**src/rtl/core/dcos_pkg.sv**
```systemverilog
// Shared types, constants and arithmetic helpers for the delayed coupled
// oscillator step unit. No dependencies; every other file imports this package.
package dcos_pkg;

  localparam int DEF_MAX_NODES  = 64;
  localparam int DEF_HISTORY    = 256;
  localparam int DEF_SINE_TABLE = 1024;
  localparam int CFG_IDX_W      = 3;

  localparam logic signed [36:0] D_Q      = 37'sd335544;
  localparam logic signed [36:0] TWO_ONE_Q = 37'sd33554432;
  localparam logic signed [31:0] INV_TWO_PI_Q32 = 32'sd683565276;
  localparam logic [63:0] TWO_PI_Q30 = 64'd6746518852;
  localparam logic signed [31:0] V_INIT = 32'sd16777;
  localparam logic signed [49:0] V_LO = -50'sd33554432;
  localparam logic signed [49:0] V_HI = 50'sd67108864;
  localparam logic signed [49:0] W_LO = -50'sd100663296;
  localparam logic signed [49:0] W_HI = 50'sd100663296;
  localparam logic [63:0] SIN_DIV [1:8] = '{64'd6, 64'd20, 64'd42, 64'd72,
                                             64'd110, 64'd156, 64'd210, 64'd272};

  typedef enum logic [2:0] {
    REG_TIME_STEP, REG_COUPLING_GAIN, REG_SPEED_FACTOR, REG_NOISE_SCALE, REG_NODE_COUNT
  } reg_idx_t;

  typedef enum logic [1:0] {
    OP_EDGE, OP_HIST, OP_UPDATE
  } opcode_t;

  typedef enum logic [4:0] {
    DP_NOP, DP_CLEAR, DP_LEN_MUL, DP_EDGE_WR, DP_HIST_WR, DP_NODE_RD, DP_NODE_LD,
    DP_EDGE, DP_CPL_MUL, DP_VV_MUL, DP_V3_MUL, DP_V3_SAT, DP_INNER_V, DP_D_MUL,
    DP_TS_MUL, DP_VN, DP_INNER_W, DP_WN, DP_VF, DP_WF, DP_EMIT
  } dp_op_t;

  typedef struct packed {
    dp_op_t op;
    logic   capture;
  } dcos_cmd_t;

  typedef struct packed {
    logic edge_last;
    logic pipe_busy;
    logic out_free;
    logic clr_last;
  } dcos_stat_t;

  function automatic logic signed [31:0] sat32(input logic signed [49:0] x);
    if (x > 50'sd2147483647) begin
      return 32'sh7fffffff;
    end else if (x < -50'sd2147483648) begin
      return 32'sh80000000;
    end
    return x[31:0];
  endfunction

  function automatic logic signed [31:0] clamp50(input logic signed [49:0] x,
                                                 input logic signed [49:0] lo,
                                                 input logic signed [49:0] hi);
    if (x < lo) begin
      return lo[31:0];
    end else if (x > hi) begin
      return hi[31:0];
    end
    return x[31:0];
  endfunction

  // Sine of a Q0.32 turn position, Q30 Taylor series rounded to Q8.24.
  function automatic logic signed [31:0] sin_entry(input logic [63:0] pos);
    logic [63:0] p;
    logic [63:0] x;
    logic [63:0] x2;
    logic [63:0] term;
    logic signed [63:0] acc;
    logic neg;
    p = pos;
    neg = 1'b0;
    if (p >= 64'h8000_0000) begin
      neg = 1'b1;
      p = p - 64'h8000_0000;
    end
    if (p > 64'h4000_0000) p = 64'h8000_0000 - p;
    x = (p * TWO_PI_Q30) >> 32;
    x2 = (x * x) >> 30;
    term = x;
    acc = signed'(x);
    for (int n = 1; n <= 8; n++) begin
      term = ((term * x2) >> 30) / SIN_DIV[n];
      if (n[0]) acc = acc - signed'(term);
      else acc = acc + signed'(term);
    end
    if (acc < 0) acc = 0;
    acc = (acc + 64'sd32) >>> 6;
    return 32'(neg ? -acc : acc);
  endfunction

endpackage

```
**src/rtl/core/dcos_ctrl.sv**
```systemverilog
// Sequencing state machine of the oscillator step unit.
// Depends on dcos_pkg for the command and status structs and the opcodes.
module dcos_ctrl (
  input  logic                  clk,
  input  logic                  rst_n,
  input  logic                  in_valid,
  input  logic [1:0]            in_opcode,
  output logic                  in_ready,
  output dcos_pkg::dcos_cmd_t   cmd,
  input  dcos_pkg::dcos_stat_t  stat
);
  import dcos_pkg::*;

  typedef enum logic [4:0] {
    S_CLEAR, S_IDLE, S_LEN, S_EWR, S_HWR, S_NRD, S_NLD, S_EDGE, S_DRAIN, S_CPL,
    S_VV, S_V3M, S_V3S, S_INV, S_DMV, S_TSV, S_VN, S_INW, S_DMW, S_TSW, S_WN,
    S_VF, S_WF, S_EMIT
  } state_t;

  state_t state_r, state_nxt;

  always_ff @(posedge clk) begin
    if (!rst_n) begin
      state_r <= S_CLEAR;
    end else begin
      state_r <= state_nxt;
    end
  end

  assign in_ready = (state_r == S_IDLE);

  always_comb begin
    state_nxt = state_r;
    case (state_r)
      S_CLEAR: if (stat.clr_last) state_nxt = S_IDLE;
      S_IDLE: begin
        if (in_valid) begin
          case (opcode_t'(in_opcode))
            OP_EDGE:   state_nxt = S_LEN;
            OP_HIST:   state_nxt = S_HWR;
            OP_UPDATE: state_nxt = S_NRD;
            default:   state_nxt = S_IDLE;
          endcase
        end
      end
      S_LEN:   state_nxt = S_EWR;
      S_EWR:   state_nxt = S_IDLE;
      S_HWR:   state_nxt = S_IDLE;
      S_NRD:   state_nxt = S_NLD;
      S_NLD:   state_nxt = S_EDGE;
      S_EDGE:  if (stat.edge_last) state_nxt = S_DRAIN;
      S_DRAIN: if (!stat.pipe_busy) state_nxt = S_CPL;
      S_CPL:   state_nxt = S_VV;
      S_VV:    state_nxt = S_V3M;
      S_V3M:   state_nxt = S_V3S;
      S_V3S:   state_nxt = S_INV;
      S_INV:   state_nxt = S_DMV;
      S_DMV:   state_nxt = S_TSV;
      S_TSV:   state_nxt = S_VN;
      S_VN:    state_nxt = S_INW;
      S_INW:   state_nxt = S_DMW;
      S_DMW:   state_nxt = S_TSW;
      S_TSW:   state_nxt = S_WN;
      S_WN:    state_nxt = S_VF;
      S_VF:    state_nxt = S_WF;
      S_WF:    state_nxt = S_EMIT;
      S_EMIT:  if (stat.out_free) state_nxt = S_IDLE;
      default: state_nxt = S_IDLE;
    endcase
  end

  always_comb begin
    cmd.capture = (state_r == S_IDLE) && in_valid;
    case (state_r)
      S_CLEAR: cmd.op = DP_CLEAR;
      S_LEN:   cmd.op = DP_LEN_MUL;
      S_EWR:   cmd.op = DP_EDGE_WR;
      S_HWR:   cmd.op = DP_HIST_WR;
      S_NRD:   cmd.op = DP_NODE_RD;
      S_NLD:   cmd.op = DP_NODE_LD;
      S_EDGE:  cmd.op = DP_EDGE;
      S_CPL:   cmd.op = DP_CPL_MUL;
      S_VV:    cmd.op = DP_VV_MUL;
      S_V3M:   cmd.op = DP_V3_MUL;
      S_V3S:   cmd.op = DP_V3_SAT;
      S_INV:   cmd.op = DP_INNER_V;
      S_DMV:   cmd.op = DP_D_MUL;
      S_TSV:   cmd.op = DP_TS_MUL;
      S_VN:    cmd.op = DP_VN;
      S_INW:   cmd.op = DP_INNER_W;
      S_DMW:   cmd.op = DP_D_MUL;
      S_TSW:   cmd.op = DP_TS_MUL;
      S_WN:    cmd.op = DP_WN;
      S_VF:    cmd.op = DP_VF;
      S_WF:    cmd.op = DP_WF;
      S_EMIT:  cmd.op = stat.out_free ? DP_EMIT : DP_NOP;
      default: cmd.op = DP_NOP;
    endcase
  end

endmodule

```
**config.mk**
```make
export PLATFORM = sky130hd
export DESIGN_NAME = dcos_ctrl
export DESIGN_NICKNAME = d
export VERILOG_FILES = /design/src/rtl/core/dcos_pkg.sv /design/src/rtl/core/dcos_ctrl.sv
export SDC_FILE = /design/constraint.sdc
export NUM_CORES = 1
export LEC_CHECK = 0
export BUFFER_PORTS_ARGS = -buffer_cell sky130_fd_sc_hd__buf_2
export CAP_MARGIN = 5
export CORE_MARGIN = 4
export CORE_UTILIZATION = 46
export CTS_CLUSTER_DIAMETER = 200
export DETAILED_ROUTE_END_ITERATION = 10
export PLACE_DENSITY = 0.83
export SLEW_MARGIN = 0
export SYNTH_ARGS = -nofsm -noshare
export SYNTH_HDL_FRONTEND = slang
export SYNTH_SLANG_ARGS = --single-unit
```
**constraint.sdc**
```tcl
create_clock -name clk -period 1.5 [get_ports clk]
set_clock_uncertainty 0.1 [all_clocks]
set_input_delay 0.15 -clock clk [delete_from_list [all_inputs] [get_ports clk]]
set_output_delay 0.15 -clock clk [all_outputs]
set_load 0.02 [all_outputs]
```
# After elaboration in Yosys (flattened, before gate mapping)
# Index checks and enable logic that the tools add are counted.
# totals
output_inout_bits	7
in_bits	9
word_cells	46
regBits	5
# classes
n_reduce_logical	6
muxes	9
eq_ne	30
# ops
cell	count
case mux 5 bit (22 select lines)	1
case mux 5 bit (20 select lines)	1
== test 5 x 4 -> 1 bit, second input constant	8
== test 5 bit, second input constant	8
two-way mux 5 bit	6
== test 5 x 3 -> 1 bit, second input constant	4
== test 5 x 2 -> 1 bit, second input constant	2
!= test 2 bit, second input constant	5
case mux 3 bit (3 select lines)	1
== test 5 x 1 -> 1 bit, second input constant	1
logical NOT 5 bit	1
AND reduction 5 bit	1
OR reduction 2 bit	2
== test 2 x 1 -> 1 bit, second input constant	1
== test 2 bit, second input constant	1
logical NOT 2 bit	1
logical AND 1 bit	1

# Longest topological paths before layout
# Gate-level depths: netlist of the first run.
# depth
depth_word	4
mapped_depth	6
ltp_nobuf	6

# Worst setup path before layout of the first run
# OpenSTA, ideal clock, no wires.
# synth_path
path_kind	register -> output
start	register state_r[2]
end	output port cmd[0] in the netlist's numbering
stages_incl_launch_ff	5
path_buffers	2
required_time_ns	1.250
arrival_time_ns	1.687
path_slack_ns	-0.437
path_cell_list	dfxtp_1 buf_2 buf_2 nor4_1 and2_1
# synth_rtl
item	line	text
from (decl)	dcos_ctrl.sv:20	state_t state_r, state_nxt;
from (signal assigned)	dcos_ctrl.sv:26	state_r <= state_nxt;
to (decl)	dcos_ctrl.sv:9	output dcos_pkg::dcos_cmd_t cmd,

==> reports/results.txt, run 1 <==
Final hold violations = 0
GR Overflow Total = 0
Top_reg_cell synth = dfxtp_1
Sequential Area = 118.9 um^2
Clk buf depth = 2
Tightest Pin Transition = 0.3783 ns
Violated checks = negative setup slack
IO Count = 16
Final slew viol count = 0
Sequential area share after synthesis = 15.59%
Met1 wire length = 1072 um
Hold path endpoint = state_r[0]$_SDFFE_PN0P_
Hold Crit Class = input pin to register
Initial antenna violation count = 0
Cell Area, Synth = 641.9 um^2
Routed len/inst = 21.39 um
Area growth from synthesis to layout = 73.68%
Data required, critical path = 1.25 ns
CTS tree = done
Clock root buffer = clkbuf_4
# nets final = 136
Crit path launch type = register
Most flops, register = state_r
RSZ-0062 raised after global routing = true
Endpoints failing setup = 12
Worst EP arrival = 1.57 ns
R2R depth = 6
Clock sink count = 5
Post-CTS Hold Fix Bufs = 0
Max_cap viols = 0
Synth area leaders = dfxtp_1 (16%), ha_1 (5.8%), nand2b_1 (4.9%)
Vias = 930
Endpoint type of the worst setup path = output port
VDD IR max = 330.3 uV
Largest area contributor in the netlist = dfxtp_1
Synth warn = 0
Power Density = 559.2 mW/mm^2
Area of the multi-input gates = 616.8 um^2
Status = complete, but fails checks
Peak Freq = 550.7 MHz
Leakage power = 0.5237 nW
DP Wirelength = 1586 um
Drt total wl = 2952 um
Async SR Flop Fraction = 0%
Clock Latency Late Sink = 0.25 ns
# diodes = 0
Fin util = 85.67%
Die width = 45.36 um
Largest net degree at the start of global routing = 12
List of most frequent post-synthesis cells = inv_1 (6), nand2_1 (6)
Hold Crit Start = rst_n
Final worst path period share = 121.1%
Post-synth cell types = 41
Total power = 0.0006234 W
Met3 WL = 245 um
Cts bufs inserted = 3
Post-synthesis instance total = 88
R2R setup slack = -0.23 ns
Reg-to-Reg End = state_r[3]$_SDFFE_PN0P_
Gpl congestion = 0.8905
First-pass GRT wire length = 4353 um
GRT Total Usage = 29.51%
Mean Syn Cell Area = 7.294 um^2
Top routing layer used = met4
Final ANT Viol Nets = 0
Area share of the leading cell type in the synthesized netlist = 15.59%
H-tree depth = 1
Placed Instances = 129
Vias in the first global route = 953
Filler cell count in the final layout = 72
Final non-filler cell total = 138
Clk pin slew, worst setup/hold paths = 0.05 ns
Met2 WL = 1457 um
Post-synthesis net count = 100
Number of synthesized flops with an enable pin = 0
Drt first pass iters = 4
CP Class = register to output port
Largest regs = state_r: 5 flops
PortBufs = 15
Drt via density = 6.739
Peak fanout along the critical path = 6
#FFs+latches synth = 5
Initial Utilization = 49.33%
Pre-CTS WS = -0.08106 ns
Max reg flops = 5
Max transition margin = 74.45%
WHS Path Cells = 2
Worst Slack Setup Final = -0.3159 ns
Share of cells above drive strength 1 = 60.16%
Beginning of the worst register-to-register path = state_r[4]$_SDFFE_PN0P_
Die ar. = 0.002057 mm^2
Min Hold Slack = 0.1273 ns
Core Rows = 13
Core Area = 0.001301 mm^2
Initial drt markers = 51
Min cycle time layout = 1.816 ns
Die Ht = 45.36 um
Drc violations = 0
[cells in the final DEF (no fill, tap or decap), drive strengths merged, types with 2 or more instances in the layout]
cell    instances
a21oi           3
a31o            2
and2            3
and3            2
buf            40
clkbuf          4
dfxtp           5
ha              3
inv             6
nand2           6
nand2b          5
nand3           3
nand4           2
nor2            5
nor3            2
nor4            2
o211ai          3
o21ai           5
o22ai           3
o31a            2
[routing by layer]
metal / global-route usage, % / vias up
li1: - / 401
met2: 51.41 / 75
met5: 0 / -
met1: 30.79 / 426
met4: 22.81 / 0
met3: 5.179 / 28
[metrics by stage]
step / TNS, ns / area (um^2)
2_1_floorplan: -0.04000 / 671.9
3_3_place_gp: -0.3205 / 867.1
3_5_place_dp: -0.5177 / 867.1
4_1_cts: -1.210 / 1044
5_1_grt: -2.640 / 1115
6_report: -2.268 / 1115
[logic make-up after synthesis]
| kind of cell | share of synthesized area, % |
|---|---|
| flip-flops | 15.60 |
| AO/OA/AOI/OAI | 31.39 |
| multiplexers | 3.898 |
| XOR/XNOR | 1.365 |
| buffers and inverters | 10.92 |
| AND/OR/NAND/NOR | 30.99 |
| adder cells (fa/ha/maj) | 5.849 |
[power breakdown]
part	internal, W	leakage, nW	switching, W	total, W
registers	0.000135	0.0444	0.0000210	0.000156
clock network	0.000101	0.0150	0.0000689	0.000170
logic	0.000152	0.464	0.000145	0.000297
total	0.000388	0.524	0.000235	0.000623
[what timing repair did]
| action | 4_1_cts | 5_1_grt |
|---|---|---|
| setup buffers | 5 | 1 |
| endpoints found under the setup margin | 12 | 12 |
| pin swaps | 9 | 3 |
| gates cloned | 0 | 0 |
| hold endpoints to repair | 0 | 0 |
| gates resized for setup | 36 | 15 |
[worst max-delay path, stage by stage (launching register included)]
cell,delay [ns]
dfxtp_4,0.36
buf_6,0.13
buf_4,0.16
nor4_4,0.33
and2_4,0.21
buf_6,0.11
[cell type report]
cell class | count | area share (%)
multi-input cells | 68 | 55.33
repair buffers | 40 | 27.95
flip-flops and latches | 5 | 10.66
clock buffers | 4 | 2.357
inverters | 6 | 2.020
well taps | 15 | 1.684
[how the worst max path moves through the flow]
| stage | from | endpoint | slack (ns) | cells after the start |
|---|---|---|---|---|
| floorplan | state_r[2]$_SDFFE_PN0P_ | cmd[0] | -0.04 | 4 |
| global placement | state_r[0]$_SDFFE_PN0P_ | state_r[2]$_SDFFE_PN0P_ | -0.07 | 5 |
| detailed placement | state_r[4]$_SDFFE_PN0P_ | state_r[0]$_SDFFE_PN0P_ | -0.08 | 5 |
| CTS | state_r[2]$_SDFFE_PN0P_ | cmd[3] | -0.21 | 5 |
| global route | state_r[2]$_SDFFE_PN0P_ | cmd[0] | -0.33 | 5 |
| finish | state_r[2]$_SDFFE_PN0P_ | cmd[0] | -0.32 | 5 |
Power figures use the tool's default switching activity.
==> inputs of run 2 (changes only) <==
--- a/config.mk
+++ b/config.mk
@@ -9,6 +9,6 @@
 export CAP_MARGIN = 5
-export CORE_MARGIN = 4
-export CORE_UTILIZATION = 46
+export CORE_AREA = 4 4 41 43
 export CTS_CLUSTER_DIAMETER = 200
 export DETAILED_ROUTE_END_ITERATION = 10
+export DIE_AREA = 0 0 45 47
 export PLACE_DENSITY = 0.83
==> constraint.sdc (replaced) <==
create_clock -name clk -period 2.3 [get_ports clk]
set_clock_uncertainty 0.1 [all_clocks]
set_input_delay 0.69 -clock clk [delete_from_list [all_inputs] [get_ports clk]]
set_output_delay 0.69 -clock clk [all_outputs]
set_load 0.02 [all_outputs]
==> run 2 against run 1 <==
Against the previous run: the run now ends clean; sequential power down 35%; hold slack better by 0.34 ns; clock power down 40%; critical endpoint is now cmd[3]; largest power group unchanged.
==> reports/results.txt, run 2 (synthesis results as in run 1) <==
Most common cell after layout, fill and taps aside = buf_2
Most flops, register = state_r
R2R depth = 5
Core Rows = 13
Max_cap viols = 0
CTS tree = done
First-pass GRT wire length = 3077 um
Slowest stage delay, CP = 0.37 ns
Clock sink count = 5
Final worst path period share = 99.80%
H-tree depth = 1
Beginning of the worst register-to-register path = state_r[4]$_SDFFE_PN0P_
# diodes = 0
Endpoints failing setup = 0
Tightest Pin Transition = 0.4133 ns
Hold Crit Class = register to register
Status = finished, final reports clean
DP Wirelength = 1294 um
Gpl congestion = 0.8514
Commonest non-fill, non-tap cells in the layout = buf_2 (14), inv_1 (6), nand2_1 (6), buf_4 (6)
Share of cells above drive strength 1 = 33.33%
Vias = 762
Endpoint type of the worst setup path = output port
Die width = 45 um
Largest net degree at the start of global routing = 18
Post-CTS Hold Fix Bufs = 0
Die ar. = 0.002115 mm^2
Setup tns final = 0 ns
GR Util met3 = 6.513%
Met1 Use GR = 23.46%
Worst EP arrival = 1.51 ns
Clk pin slew, worst setup/hold paths = 0.04 ns
Final slew viol count = 0
Core Area = 0.001301 mm^2
VDD IR max = 258.7 uV
Crit-path slowest cell = dfxtp_4
GR Overflow Total = 0
Met2 GRT Util = 33.33%
Peak Freq = 435.7 MHz
Fin util = 62.31%
RSZ-0062 raised after global routing = true
Critical Path Start = state_r[4]$_SDFFE_PN0P_
Routed len/inst = 15.42 um
Initial drt markers = 40
Clk buf depth = 2
Drc violations = 0
Data required, critical path = 1.51 ns
Initial Utilization = 49.33%
Filler cell count in the final layout = 110
Min Hold Slack = 0.4668 ns
Drt total wl = 1850 um
Initial antenna violation count = 0
Min cycle time layout = 2.295 ns
CP Capture Point = cmd[3]
Vias in the first global route = 731
Area growth from synthesis to layout = 26.32%
PortBufs = 15
Drt first pass iters = 4
Clock Latency Late Sink = 0.25 ns
Max reg flops = 5
Total power = 0.0003183 W
CP Class = register to output port
Crit path launch type = register
Final hold violations = 0
Max transition margin = 72.35%
Crit-path cells = nor2b_1 > a31o_4 > a221oi_2 > o32ai_1 > buf_2
Drt via density = 6.350
Largest regs = state_r: 5 flops
R2R setup slack = 0.62 ns
Reg-to-Reg End = state_r[3]$_SDFFE_PN0P_
Clock root buffer = clkbuf_4
GRT Total Usage = 19.60%
Cts bufs inserted = 3
GR peak layer = met2
IO Count = 16
Peak fanout along the critical path = 8
Power Density = 392.6 mW/mm^2
# nets final = 118
Leakage power = 0.3645 nW
Final ANT Viol Nets = 0
Die Ht = 47 um
-- run 2: changes by cell type in the layout (fill, tap and decap cells not counted), moves of 2 or more --
cell,previous run,this run
buf_2,9,14
buf_4,22,6
buf_6,9,2
dfxtp_4,5,3
nand2b_1,1,5
nand2b_4,4,0
nor2_1,3,5
o21ai_0,1,4
o21ai_2,3,0
-- run 2: stage by stage --
stage,setup WS (ns),instance area [um^2],instances
after floorplan,0.07967,648.1,88
after global placement,-0.03647,747.0,116
after detailed placement,-0.03637,747.0,116
after CTS,0.01457,784.5,120
after global routing,-0.03488,810.8,120
final,0.004636,810.8,120
-- run 2: power breakdown --
part	switching [W]	internal, W
Combinational	0.0000638	0.0000515
Clock	0.0000365	0.0000656
Sequential	0.0000108	0.0000902
-- run 2: layout make-up --
class	instances	area (um^2)	share of cell area [%]
multi-input cells	68	493.0	60.80
repair buffers	22	137.6	16.98
flip-flops and latches	5	112.6	13.89
clock buffers	4	26.28	3.241
inverters	6	22.52	2.778
well taps	15	18.77	2.315
-- run 2: critical path: cells and delay by family, from the launching register on --
kind                   cells  cell delay, ns
AOI/OAI and AO/OA          3            0.55
buffers and inverters      1            0.17
DFF                        1            0.37
and+or+nand+nor            1            0.17
-- run 2: what timing repair did --
item,4_1_cts,5_1_grt
endpoints found under the setup margin,3,3
hold endpoints to repair,0,0
setup buffers,0,0
gates resized for setup,5,6
pin swaps,1,3
-- run 2: per-layer routing --
layer	part of all wire, %	routed length [um]
met1	39	717
met2	52	955
met3	7.4	137
met4	2.1	39
met5	0	0
-- run 2: how the worst min path moves through the flow --
| stage | cells past startpoint | endpoint | startpoint | slack [ns] |
|---|---|---|---|---|
| 6_report | 1 | state_r[4]$_SDFFE_PN0P_ | state_r[4]$_SDFFE_PN0P_ | 0.47 |
| 5_1_grt | 1 | state_r[4]$_SDFFE_PN0P_ | state_r[4]$_SDFFE_PN0P_ | 0.47 |
| 4_1_cts | 1 | state_r[4]$_SDFFE_PN0P_ | state_r[4]$_SDFFE_PN0P_ | 0.49 |
| 3_5_place_dp | 1 | state_r[4]$_SDFFE_PN0P_ | state_r[4]$_SDFFE_PN0P_ | 0.52 |
| 3_3_place_gp | 1 | state_r[4]$_SDFFE_PN0P_ | state_r[4]$_SDFFE_PN0P_ | 0.52 |
| 2_1_floorplan | 3 | state_r[1]$_SDFFE_PN0P_ | state_r[1]$_SDFFE_PN0P_ | 0.46 |
